## src/rtl/core/srly_pkg.sv

```systemverilog
// types and constants shared by the slot relay modules
`timescale 1ns / 1ps
`default_nettype none
package srly_pkg;

    localparam int LEN_W  = 8;
    localparam int BODY_W = 64;
    localparam int DATA_W = LEN_W + BODY_W;
    localparam int USER_W = 3;
    localparam int RUN_MAX = 3;

    typedef enum logic {
        DEST_DEV = 1'b0,
        DEST_HUB = 1'b1
    } t_dest;

    typedef enum logic [1:0] {
        IN_READY = 2'd0,
        IN_DATA  = 2'd1,
        IN_GRANT = 2'd2,
        IN_OTHER = 2'd3
    } t_in_kind;

    typedef enum logic [1:0] {
        SEND_PROBE = 2'd0,
        SEND_SLOT  = 2'd1,
        SEND_DONE  = 2'd2,
        SEND_DATA  = 2'd3
    } t_send_kind;

    typedef struct packed {
        t_dest              req_type;
        t_in_kind           packet_kind;
        logic [LEN_W-1:0]   packet_length;
        logic [BODY_W-1:0]  packet_body;
    } t_item;

    typedef struct packed {
        t_dest              dest;
        t_send_kind         kind;
        logic [LEN_W-1:0]   len;
        logic [BODY_W-1:0]  body;
    } t_res;

    // one item's worth of results handed to the output sequencer
    typedef struct packed {
        logic               load;
        logic [1:0]         cnt;
        t_res [RUN_MAX-1:0] ent;
    } t_run;

endpackage
`default_nettype wire

```

## src/rtl/core/srly_in_stage.sv

```systemverilog
// input register stage of the slot relay
`timescale 1ns / 1ps
`default_nettype none
module srly_in_stage
    import srly_pkg::*;
(
    input  wire logic              i_clk,
    input  wire logic              i_rst_n,
    input  wire logic              i_valid,
    output logic                   o_ready,
    input  wire logic [DATA_W-1:0] i_data,
    input  wire logic [USER_W-1:0] i_user,
    output logic                   o_item_valid,
    output t_item                  o_item,
    input  wire logic              i_take
);

    logic  r_valid;
    t_item r_item;
    t_item n_item;

    assign o_ready      = !r_valid || i_take;
    assign o_item_valid = r_valid;
    assign o_item       = r_item;

    always_comb begin
        n_item.req_type      = t_dest'(i_user[0]);
        n_item.packet_kind   = t_in_kind'(i_user[2:1]);
        n_item.packet_length = i_data[LEN_W-1:0];
        n_item.packet_body   = i_data[DATA_W-1:LEN_W];
    end

    always_ff @(posedge i_clk) begin
        if (!i_rst_n) begin
            r_valid <= 1'b0;
        end else if (o_ready) begin
            r_valid <= i_valid;
        end
    end

    always_ff @(posedge i_clk) begin
        if (o_ready && i_valid) begin
            r_item <= n_item;
        end
    end

endmodule
`default_nettype wire

```

## src/rtl/core/srly_core.sv

```systemverilog
// relay state and per-packet decision logic
`timescale 1ns / 1ps
`default_nettype none
module srly_core
    import srly_pkg::*;
#(
    parameter int BODY_BITS = 64
) (
    input  wire logic  i_clk,
    input  wire logic  i_rst_n,
    input  wire logic  i_item_valid,
    input  wire t_item i_item,
    output logic       o_take,
    input  wire logic  i_seq_free,
    output t_run       o_run
);

    localparam logic [BODY_W-1:0] BODY_MASK = {BODY_W{1'b1}} >> (BODY_W - BODY_BITS);

    logic                 r_link;
    logic                 r_full;
    logic                 r_asked;
    logic [LEN_W-1:0]     r_held_len;
    logic [BODY_BITS-1:0] r_held_body;
    logic                 n_link;
    logic                 n_full;
    logic                 n_asked;
    logic                 fill;
    t_run                 run;

    function automatic t_res mk_res(t_dest d, t_send_kind k,
                                    logic [LEN_W-1:0] l, logic [BODY_W-1:0] b);
        t_res r;
        r.dest = d;
        r.kind = k;
        r.len  = l;
        r.body = b;
        return r;
    endfunction

    assign o_take = i_item_valid && i_seq_free;

    always_comb begin
        n_link  = r_link;
        n_full  = r_full;
        n_asked = r_asked;
        fill    = 1'b0;
        run     = '0;
        if (i_item.req_type == DEST_DEV) begin
            if (i_item.packet_kind == IN_READY) begin
                n_link = 1'b1;
                if (!r_link) begin
                    // waking up with a held packet: no poll yet
                    if (!r_full) begin
                        run.cnt    = 2'd1;
                        run.ent[0] = mk_res(DEST_DEV, SEND_PROBE, '0, '0);
                    end
                end else begin
                    n_full     = 1'b0;
                    n_asked    = 1'b0;
                    run.cnt    = 2'd1;
                    run.ent[0] = mk_res(DEST_DEV, SEND_PROBE, '0, '0);
                end
            end else if (i_item.packet_kind == IN_DATA) begin
                n_link = 1'b1;
                if (!r_full) begin
                    fill   = 1'b1;
                    n_full = 1'b1;
                    if (!r_asked) begin
                        n_asked    = 1'b1;
                        run.cnt    = 2'd1;
                        run.ent[0] = mk_res(DEST_HUB, SEND_SLOT, '0, '0);
                    end
                end
            end
        end else if (r_link) begin
            if (i_item.packet_kind == IN_GRANT) begin
                n_asked = 1'b0;
                n_full  = 1'b0;
                if (r_full) begin
                    run.cnt    = 2'd3;
                    run.ent[0] = mk_res(DEST_HUB, SEND_DATA, r_held_len,
                                        BODY_W'(r_held_body));
                    run.ent[1] = mk_res(DEST_HUB, SEND_DONE, '0, '0);
                    run.ent[2] = mk_res(DEST_DEV, SEND_PROBE, '0, '0);
                end else begin
                    run.cnt    = 2'd2;
                    run.ent[0] = mk_res(DEST_HUB, SEND_DONE, '0, '0);
                    run.ent[1] = mk_res(DEST_DEV, SEND_PROBE, '0, '0);
                end
            end else if (i_item.packet_kind == IN_DATA) begin
                run.cnt    = 2'd1;
                run.ent[0] = mk_res(DEST_DEV, SEND_DATA, i_item.packet_length,
                                    i_item.packet_body & BODY_MASK);
            end
        end
        run.load = o_take;
    end

    assign o_run = run;

    always_ff @(posedge i_clk) begin
        if (!i_rst_n) begin
            r_link  <= 1'b0;
            r_full  <= 1'b0;
            r_asked <= 1'b0;
        end else if (o_take) begin
            r_link  <= n_link;
            r_full  <= n_full;
            r_asked <= n_asked;
        end
    end

    // held packet is only read while the buffer is marked full
    always_ff @(posedge i_clk) begin
        if (o_take && fill) begin
            r_held_len  <= i_item.packet_length;
            r_held_body <= i_item.packet_body[BODY_BITS-1:0];
        end
    end

endmodule
`default_nettype wire

```

## src/rtl/core/srly_out_seq.sv

```systemverilog
// output register that plays out up to three results of one packet
`timescale 1ns / 1ps
`default_nettype none
module srly_out_seq
    import srly_pkg::*;
(
    input  wire logic               i_clk,
    input  wire logic               i_rst_n,
    input  wire t_run               i_run,
    output logic                    o_free,
    output logic                    o_valid,
    input  wire logic               i_ready,
    output logic [DATA_W-1:0]       o_data,
    output logic [USER_W-1:0]       o_user,
    output logic                    o_last
);

    logic [1:0]         r_cnt;
    t_res [RUN_MAX-1:0] r_ent;
    logic               pop;

    assign o_valid = (r_cnt != 2'd0);
    assign pop     = o_valid && i_ready;
    assign o_free  = (r_cnt == 2'd0) || (r_cnt == 2'd1 && pop);
    assign o_data  = {r_ent[0].body, r_ent[0].len};
    assign o_user  = {r_ent[0].kind, r_ent[0].dest};
    assign o_last  = (r_cnt == 2'd1);

    always_ff @(posedge i_clk) begin
        if (!i_rst_n) begin
            r_cnt <= 2'd0;
        end else if (i_run.load && i_run.cnt != 2'd0) begin
            r_cnt <= i_run.cnt;
        end else if (pop) begin
            r_cnt <= r_cnt - 2'd1;
        end
    end

    always_ff @(posedge i_clk) begin
        if (i_run.load && i_run.cnt != 2'd0) begin
            r_ent <= i_run.ent;
        end else if (pop) begin
            r_ent[0] <= r_ent[1];
            r_ent[1] <= r_ent[2];
        end
    end

endmodule
`default_nettype wire

```

## src/rtl/core/single_buffer_slot_relay.sv

```systemverilog
// a packet is registered in the input stage on transfer, its results in the output register
// throughput: one packet per cycle when it causes at most one result and the sink is ready;
//   a packet with more results (up to three) holds the input stage until its last one is taken
// reset: synchronous active-low reset empties both stages and clears the link mode,
//   the buffer-full mark and the slot-requested mark
`timescale 1ns / 1ps
`default_nettype none
module single_buffer_slot_relay
    import srly_pkg::*;
#(
    parameter int BODY_BITS = 64
) (
    input  wire logic              i_clk,
    input  wire logic              i_rst_n,
    input  wire logic              s_axis_tvalid,
    output logic                   s_axis_tready,
    input  wire logic [DATA_W-1:0] s_axis_tdata,   // packet_length, packet_body
    input  wire logic [USER_W-1:0] s_axis_tuser,   // req_type, packet_kind
    output logic                   m_axis_tvalid,
    input  wire logic              m_axis_tready,
    output logic [DATA_W-1:0]      m_axis_tdata,   // send_length, send_body
    output logic [USER_W-1:0]      m_axis_tuser,   // send_to, send_kind
    output logic                   m_axis_tlast
);

    logic  item_valid;
    t_item item;
    logic  take;
    logic  seq_free;
    t_run  run;

    srly_in_stage u_in (
        .i_clk        (i_clk),
        .i_rst_n      (i_rst_n),
        .i_valid      (s_axis_tvalid),
        .o_ready      (s_axis_tready),
        .i_data       (s_axis_tdata),
        .i_user       (s_axis_tuser),
        .o_item_valid (item_valid),
        .o_item       (item),
        .i_take       (take)
    );

    srly_core #(
        .BODY_BITS (BODY_BITS)
    ) u_core (
        .i_clk        (i_clk),
        .i_rst_n      (i_rst_n),
        .i_item_valid (item_valid),
        .i_item       (item),
        .o_take       (take),
        .i_seq_free   (seq_free),
        .o_run        (run)
    );

    srly_out_seq u_out (
        .i_clk   (i_clk),
        .i_rst_n (i_rst_n),
        .i_run   (run),
        .o_free  (seq_free),
        .o_valid (m_axis_tvalid),
        .i_ready (m_axis_tready),
        .o_data  (m_axis_tdata),
        .o_user  (m_axis_tuser),
        .o_last  (m_axis_tlast)
    );

endmodule
`default_nettype wire

```

## config.mk

```make
export PLATFORM = sky130hd
export DESIGN_NAME = single_buffer_slot_relay
export DESIGN_NICKNAME = d
export VERILOG_FILES = /design/src/rtl/core/srly_pkg.sv /design/src/rtl/core/srly_in_stage.sv /design/src/rtl/core/srly_core.sv /design/src/rtl/core/srly_out_seq.sv /design/src/rtl/core/single_buffer_slot_relay.sv
export SDC_FILE = /design/constraint.sdc
export NUM_CORES = 1
export LEC_CHECK = 0
export ABC_AREA = 1
export ABC_CLOCK_PERIOD_IN_PS = 4270
export BUFFER_PORTS_ARGS = -buffer_cell sky130_fd_sc_hd__buf_4
export CAP_MARGIN = 40
export CORE_MARGIN = 1.5
export CORE_UTILIZATION = 53
export CTS_BUF_LIST = sky130_fd_sc_hd__clkbuf_4
export DETAILED_ROUTE_END_ITERATION = 8
export GPL_ROUTABILITY_DRIVEN = 0
export PLACE_DENSITY = 0.79
export SKIP_CTS_REPAIR_TIMING = 1
export SLEW_MARGIN = 20
export SYNTH_ARGS = -nofsm -noshare
export SYNTH_HDL_FRONTEND = slang
export SYNTH_SLANG_ARGS = --single-unit
```

## constraint.sdc

```tcl
create_clock -name i_clk -period 4.27 [get_ports i_clk]
set_input_delay 0 -clock i_clk [delete_from_list [all_inputs] [get_ports i_clk]]
set_output_delay 0 -clock i_clk [all_outputs]
set_load 0.02 [all_outputs]
```

==> results.sh, run 1 <==
export IMPL_cp_endpoint="u_out.o_data[24]"
export IMPL_critPathLaunchType="flop"
export IMPL_leakage_nw=4.07
export IMPL_ir_drop_mv=0.223
export IMPL_final_util_pct=67.7
export IMPL_yosysTopAreaCell="edfxtp_1"
export IMPL_synth_cell_types=24
export IMPL_path_cells="inv_1 > ha_1 > nand3_1 > nand2_1 > inv_1 > nand2_1 > nand3_2 > nand2_4 > inv_4 > nand2_8 > buf_16 > buf_4 > nor2_4"
export IMPL_grtUsageTotal_pct=17.5
export IMPL_cp_max_fo=36
export IMPL_yosys_warnings=0
export IMPL_grt_start_max_net_pins=73
export IMPL_clock_sinks=229
export IMPL_clock_path_buffers=3
export IMPL_die_w_um=136
export IMPL_layout_cells_non_filler=1025
export IMPL_grt_pass1_wl_mm=24.6
export IMPL_maxCapViolCount=0
export IMPL_relSlewSlack_pct=46.7
export IMPL_antenna_found_initial=1
export IMPL_synth_async_sr_flop_share_pct=0
export IMPL_fin_ws_ns=1.58
export IMPL_seq_area_um2=6820
export IMPL_numPortBuffers=156
export IMPL_start_util_pct=54.1
export IMPL_synth_cells=551
export IMPL_finalSetupViolations=0
export IMPL_period_needed_ns=2.69
export IMPL_place_area_um2=10200
export IMPL_rsz0062_at_grt="no"
export IMPL_post_place_cells=844
export IMPL_timing_setup_tns_ns=0
export IMPL_synthTopCellsByArea="edfxtp_1 72%, nor2_4 8.5%, buf_4 6.0%"
export IMPL_rows=48
export IMPL_numCtsBuffers=55
export IMPL_area_growth_pct=25.0
export IMPL_finClkSkew_ns=0.0320
export IMPL_h_tree_depth=2
export IMPL_finalInstanceArea_um2=11700
export IMPL_drive_gt1_share_pct=41.3
export IMPL_multi_input_area_um2=1720
export IMPL_synth_flop_cell="edfxtp_1"
export IMPL_synth_area_um2=9360
export IMPL_pin_count=157
export IMPL_worstMarginPinSlew_ns=0.799
export IMPL_drv_slew=0
export IMPL_yosysMostFrequentCell="edfxtp_1"
export IMPL_dr_pass1_iters=5
export IMPL_cts_tree="yes"
export IMPL_grt_remaining_overflow=0
export IMPL_outcome="finished, final reports clean"
export IMPL_ys_seq_area_share_pct=72.8
export IMPL_finalCritPeriodShare_pct=63.0
export IMPL_rrSetupSlack_ns=1.58
export IMPL_required_ns=4.63
export IMPL_first_global_vias=4947
export IMPL_end_kind="flop"
export IMPL_power_density_nw_per_um2=428
export IMPL_drcViolationCount=0
export IMPL_dp_hpwl_mm=10.5
export IMPL_slowest_stage="edfxtp_1"
export IMPL_worst_r2r_path_depth=13
export IMPL_yosysTopAreaCellShare_pct=71.6
export IMPL_routedWlPerCell_um=17.0
export IMPL_arrival_ns=3.05
export IMPL_drt_iter0_markers=300
export IMPL_antenna_left=0
export IMPL_dieArea_um2=18500
export IMPL_syn_num_nets=637
export IMPL_report_final_hold_viol_count=0
export IMPL_hold_path_class="primary input to flop"
export IMPL_path_clk_slew_ns=0.06
export IMPL_fill_cells=1138
export IMPL_synth_seq_cells=229
export IMPL_crit_reg2reg_launch="u_in.o_item[72]"
export IMPL_timing_rr_end="u_out.o_data[24]"
export IMPL_crit_type="flop to flop"
export IMPL_cpPeakStageDelay_ns=0.42
export IMPL_ys_top_cells_by_count="223 x edfxtp_1, 75 x buf_4, 72 x a22oi_1"
export IMPL_root_buffer="clkbuf_4"
export IMPL_core_um2=17300
export IMPL_vias=5134
export IMPL_dpl_worst_slack_ns=1.54
export IMPL_synth_edf_count=223
export IMPL_vias_per_cell=5.01
export IMPL_clk_latency_ns=0.63
export IMPL_syn_area_per_cell_um2=17.0
export IMPL_die_y_um=136
export IMPL_nNetsFinal=845
export IMPL_finalWirelength_mm=17.4
export IMPL_crit_start="u_in.o_item[72]"
export IMPL_fmax_mhz=372
report_power, final:
| group | switching (mW) | total [mW] | internal, mW | leakage [nW] |
|---|---|---|---|---|
| sequential | 0.0672 | 2.73 | 2.66 | 2.13 |
| clock | 0.807 | 1.68 | 0.873 | 0.397 |
| combinational | 0.353 | 0.603 | 0.250 | 1.55 |
| total | 1.23 | 5.01 | 3.79 | 4.07 |
through the flow:
step	hold slack, ns	power, mW
CTS	-0.531	5.01
floorplan	0.0989	3.16
global route	0.0132	5.22
detailed placement	0.179	3.32
finish	0.0897	5.01
global placement	0.179	3.29
worst min path at each step:
stage / depth (start not counted) / endpoint / startpoint / slack (ns)
finish: 2 / u_in.o_item[47] / s_axis_tdata[55] / 0.09
global route: 2 / u_in.o_item[5] / s_axis_tdata[13] / 0.01
CTS: 1 / u_in.o_item[68] / s_axis_tdata[4] / -0.53
detailed placement: 1 / u_in.o_item[23] / s_axis_tdata[31] / 0.18
global placement: 1 / u_in.o_item[32] / s_axis_tdata[40] / 0.18
floorplan: 0 / u_in.o_item[0] / s_axis_tdata[8] / 0.1
worst max-delay path: cells and delay by family (launching register included):
family | cells | cell delay (ns)
AND/OR/NAND/NOR | 7 | 0.77
adder cells (fa/ha/maj) | 1 | 0.24
buffers and inverters | 5 | 0.94
flip-flops | 1 | 0.42
per-layer routing:
layer  routed length (um)  share of wire [%]  track usage [%]  vias to the layer above
li1                     -                  -                -                     2408
met1                 6820                 39             21.6                     2492
met2                 9220                 53             29.0                      215
met3                 1150                6.6             5.22                       19
met4                  182                1.0             7.15                        0
met5                    0                  0                0                        -
placed cells by master, fill, tap and decap left out, types with 13 or more instances in the layout:
cell / n
buf_4: 162
clkinv_1: 19
dlygate4sd3_1: 80
clkbuf_4: 75
nand2_1: 19
inv_1: 13
edfxtp_1: 223
a22oi_1: 72
nor2_4: 72
flip-flops by register name (all words and copies together), names as in the netlist, 2 cells and up:
signal and count:
u_out.o_data 72, u_core.r_held_len 8, u_out.o_user 3, u_out.r_cnt 2, u_in.o_item 75, u_core.r_held_body 64
kinds of logic after synthesis:
family,Yosys count,synth area share [%]
adder cells (fa/ha/maj),7,0.936
buffers and inverters,117,8.96
AND/OR/NAND/NOR,111,10.6
AO/OA/AOI/OAI,87,6.70
flip-flops,229,72.8
layout make-up:
class	instances	area share, %
flip-flops and latches	229	58.3
repair buffers	247	18.2
multi-input cells	205	14.7
clock buffers	75	4.81
well taps	225	2.41
clock inverters	22	0.941
inverters	21	0.716
diodes	1	0.0214
Power figures use the tool's default switching activity.
==> run 2: changes to the inputs <==
--- a/config.mk
+++ b/config.mk
@@ -6,15 +6,15 @@
 export NUM_CORES = 1
 export LEC_CHECK = 0
 export ABC_AREA = 1
-export ABC_CLOCK_PERIOD_IN_PS = 4270
+export ABC_CLOCK_PERIOD_IN_PS = 2800
 export BUFFER_PORTS_ARGS = -buffer_cell sky130_fd_sc_hd__buf_4
 export CAP_MARGIN = 40
 export CORE_MARGIN = 1.5
-export CORE_UTILIZATION = 53
+export CORE_UTILIZATION = 58
 export CTS_BUF_LIST = sky130_fd_sc_hd__clkbuf_4
 export DETAILED_ROUTE_END_ITERATION = 8
 export GPL_ROUTABILITY_DRIVEN = 0
-export PLACE_DENSITY = 0.79
+export PLACE_DENSITY = 0.82
 export SKIP_CTS_REPAIR_TIMING = 1
 export SLEW_MARGIN = 20
 export SYNTH_ARGS = -nofsm -noshare
==> constraint.sdc (replaced) <==
create_clock -name i_clk -period 2.8 [get_ports i_clk]
set_input_delay 0 -clock i_clk [delete_from_list [all_inputs] [get_ports i_clk]]
set_output_delay 0 -clock i_clk [all_outputs]
set_load 0.02 [all_outputs]
==> run 2 against run 1 <==
Compared with the run above:
- non-clock buffer count fell by 3
- core utilization rose by 5.9 points
- wire length decreased by 1.4%
- clock-buffer cell count grew 5
- global-route usage up 0.72 points
- die area down 8.4%
- worst hold slack got worse by 0.0082 ns
- setup slack got worse by 1.1 ns
- first-iteration DRC count down 10%
- highest routed layer unchanged
==> results.sh, run 2 (synthesis gave the netlist of run 1 again) <==
export IMPL_crit_type="flop to flop"
export IMPL_critPathLaunchType="flop"
export IMPL_maxCapViolCount=0
export IMPL_first_global_vias=4764
export IMPL_intPower_mw=5.74
export IMPL_largest_reg_flops=75
export IMPL_finalSetupViolations=0
export IMPL_die_w_um=130
export IMPL_dieArea_um2=16900
export IMPL_dp_hpwl_mm=9.64
export IMPL_power_switching_mw=1.85
export IMPL_grtUsageTotal_pct=18.2
export IMPL_nNetsFinal=842
export IMPL_fin_ws_ns=0.487
export IMPL_relSlewSlack_pct=48.6
export IMPL_mostFrequentLayoutCells="223 x edfxtp_1, 159 x buf_4, 80 x clkbuf_4"
export IMPL_p_comb_share_pct=12.2
export IMPL_path_clk_slew_ns=0.06
export IMPL_final_common_cell="edfxtp_1"
export IMPL_dr_pass1_iters=5
export IMPL_antenna_left=0
export IMPL_finalCritPeriodShare_pct=82.6
export IMPL_vias=5151
export IMPL_root_buffer="clkbuf_4"
export IMPL_period_needed_ns=2.31
export IMPL_vias_per_cell=5.14
export IMPL_grt_pass1_wl_mm=23.3
export IMPL_cp_max_fo=24
export IMPL_clk_latency_ns=0.65
export IMPL_required_ns=3.17
export IMPL_report_final_hold_viol_count=0
export IMPL_hold_path_class="primary input to flop"
export IMPL_finClkSkew_ns=0.0314
export IMPL_finalInstanceArea_um2=11600
export IMPL_switching_share_pct=24.4
export IMPL_rows=46
export IMPL_grt_start_max_net_pins=73
export IMPL_dpl_worst_slack_ns=0.504
export IMPL_p_seq_share_pct=54.9
export IMPL_h_tree_depth=2
export IMPL_antenna_found_initial=0
export IMPL_drt_iter0_markers=270
export IMPL_numCtsBuffers=55
export IMPL_area_growth_pct=24.4
export IMPL_place_area_um2=10200
export IMPL_met3_usage_pct=5.17
export IMPL_top_usage_layer="met2"
export IMPL_drcViolationCount=0
export IMPL_pin_count=157
export IMPL_cts_tree="yes"
export IMPL_drive_gt1_share_pct=42.4
export IMPL_rsz0062_at_grt="no"
export IMPL_routedWlPerCell_um=17.1
export IMPL_ir_drop_mv=0.378
export IMPL_fmax_mhz=432
export IMPL_power_density_nw_per_um2=652
export IMPL_clock_path_buffers=3
export IMPL_outcome="finished, final reports clean"
export IMPL_leakage_nw=4.06
export IMPL_worstMarginPinSlew_ns=0.771
export IMPL_pwr_share_clk_pct=32.9
export IMPL_grt_remaining_overflow=0
export IMPL_arrival_ns=2.68
export IMPL_clock_sinks=229
export IMPL_core_um2=15800
export IMPL_grt_util_met2_pct=30.3
export IMPL_finalWirelength_mm=17.1
export IMPL_end_kind="flop"
export IMPL_gr_usage_met1_pct=22.2
export IMPL_insertedDiodeCount=0
export IMPL_start_util_pct=59.1
export IMPL_drv_slew=0
export IMPL_timing_setup_tns_ns=0
export IMPL_die_y_um=130
export IMPL_numPortBuffers=156
==> run 2: layout make-up <==
type | count | area [um^2]
Timing Repair Buffer | 244 | 2120
Tap cell | 216 | 270
Clock inverter | 7 | 27.5
Sequential cell | 229 | 6820
Inverter | 21 | 86.3
Fill cell | 961 | 4190
Multi-Input combinational cell | 205 | 1720
Clock buffer | 80 | 601
==> run 2: worst max-delay path: stages (launching register included) <==
cell	delay, ns
edfxtp_1	0.38
inv_1	0.10
ha_1	0.27
nand2_1	0.12
inv_2	0.05
o21ai_2	0.19
nand3_2	0.11
nand2_4	0.11
inv_4	0.06
nand2_8	0.29
buf_12	0.28
nor2_4	0.04
==> run 2: worst paths after layout <==
check                                               to  cells past startpoint              from  slack [ns]
worst max register to register         u_out.o_data[9]                     11   u_in.o_item[72]        0.49
worst max-delay path                   u_out.o_data[9]                     11   u_in.o_item[72]        0.49
worst min-delay path                   u_in.o_item[28]                      2  s_axis_tdata[36]        0.08
worst min register to register  u_core.r_held_body[25]                      0   u_in.o_item[25]        0.44
==> run 2: per-layer routing <==
| metal | vias up | part of all wire (%) |
|---|---|---|
| met5 | - | 0 |
| met4 | 0 | 2.1 |
| met3 | 33 | 6.7 |
| met2 | 220 | 52 |
| met1 | 2506 | 39 |
| li1 | 2392 | - |
==> run 2: through the flow <==
step / instances / total power [mW] / util, % / hold WS [ns]
3_5_place_dp: 837 / 5.07 / 64.7 / 0.179
4_1_cts: 924 / 7.56 / 68.6 / -0.529
5_1_grt: 1002 / 7.92 / 73.6 / -0.000951
6_report: 1002 / 7.59 / 73.6 / 0.0815
2_1_floorplan: 551 / 4.81 / - / 0.0989
3_3_place_gp: 836 / 5.04 / 64.5 / 0.178
==> run 2: power groups by stage <==
stage	Combinational, mW	Sequential, mW	Clock, mW
3_5_place_dp	0.837	4.23	0
3_3_place_gp	0.812	4.22	0
4_1_cts	0.839	4.16	2.55
2_1_floorplan	0.608	4.20	0
5_1_grt	0.985	4.18	2.75
6_report	0.927	4.16	2.50
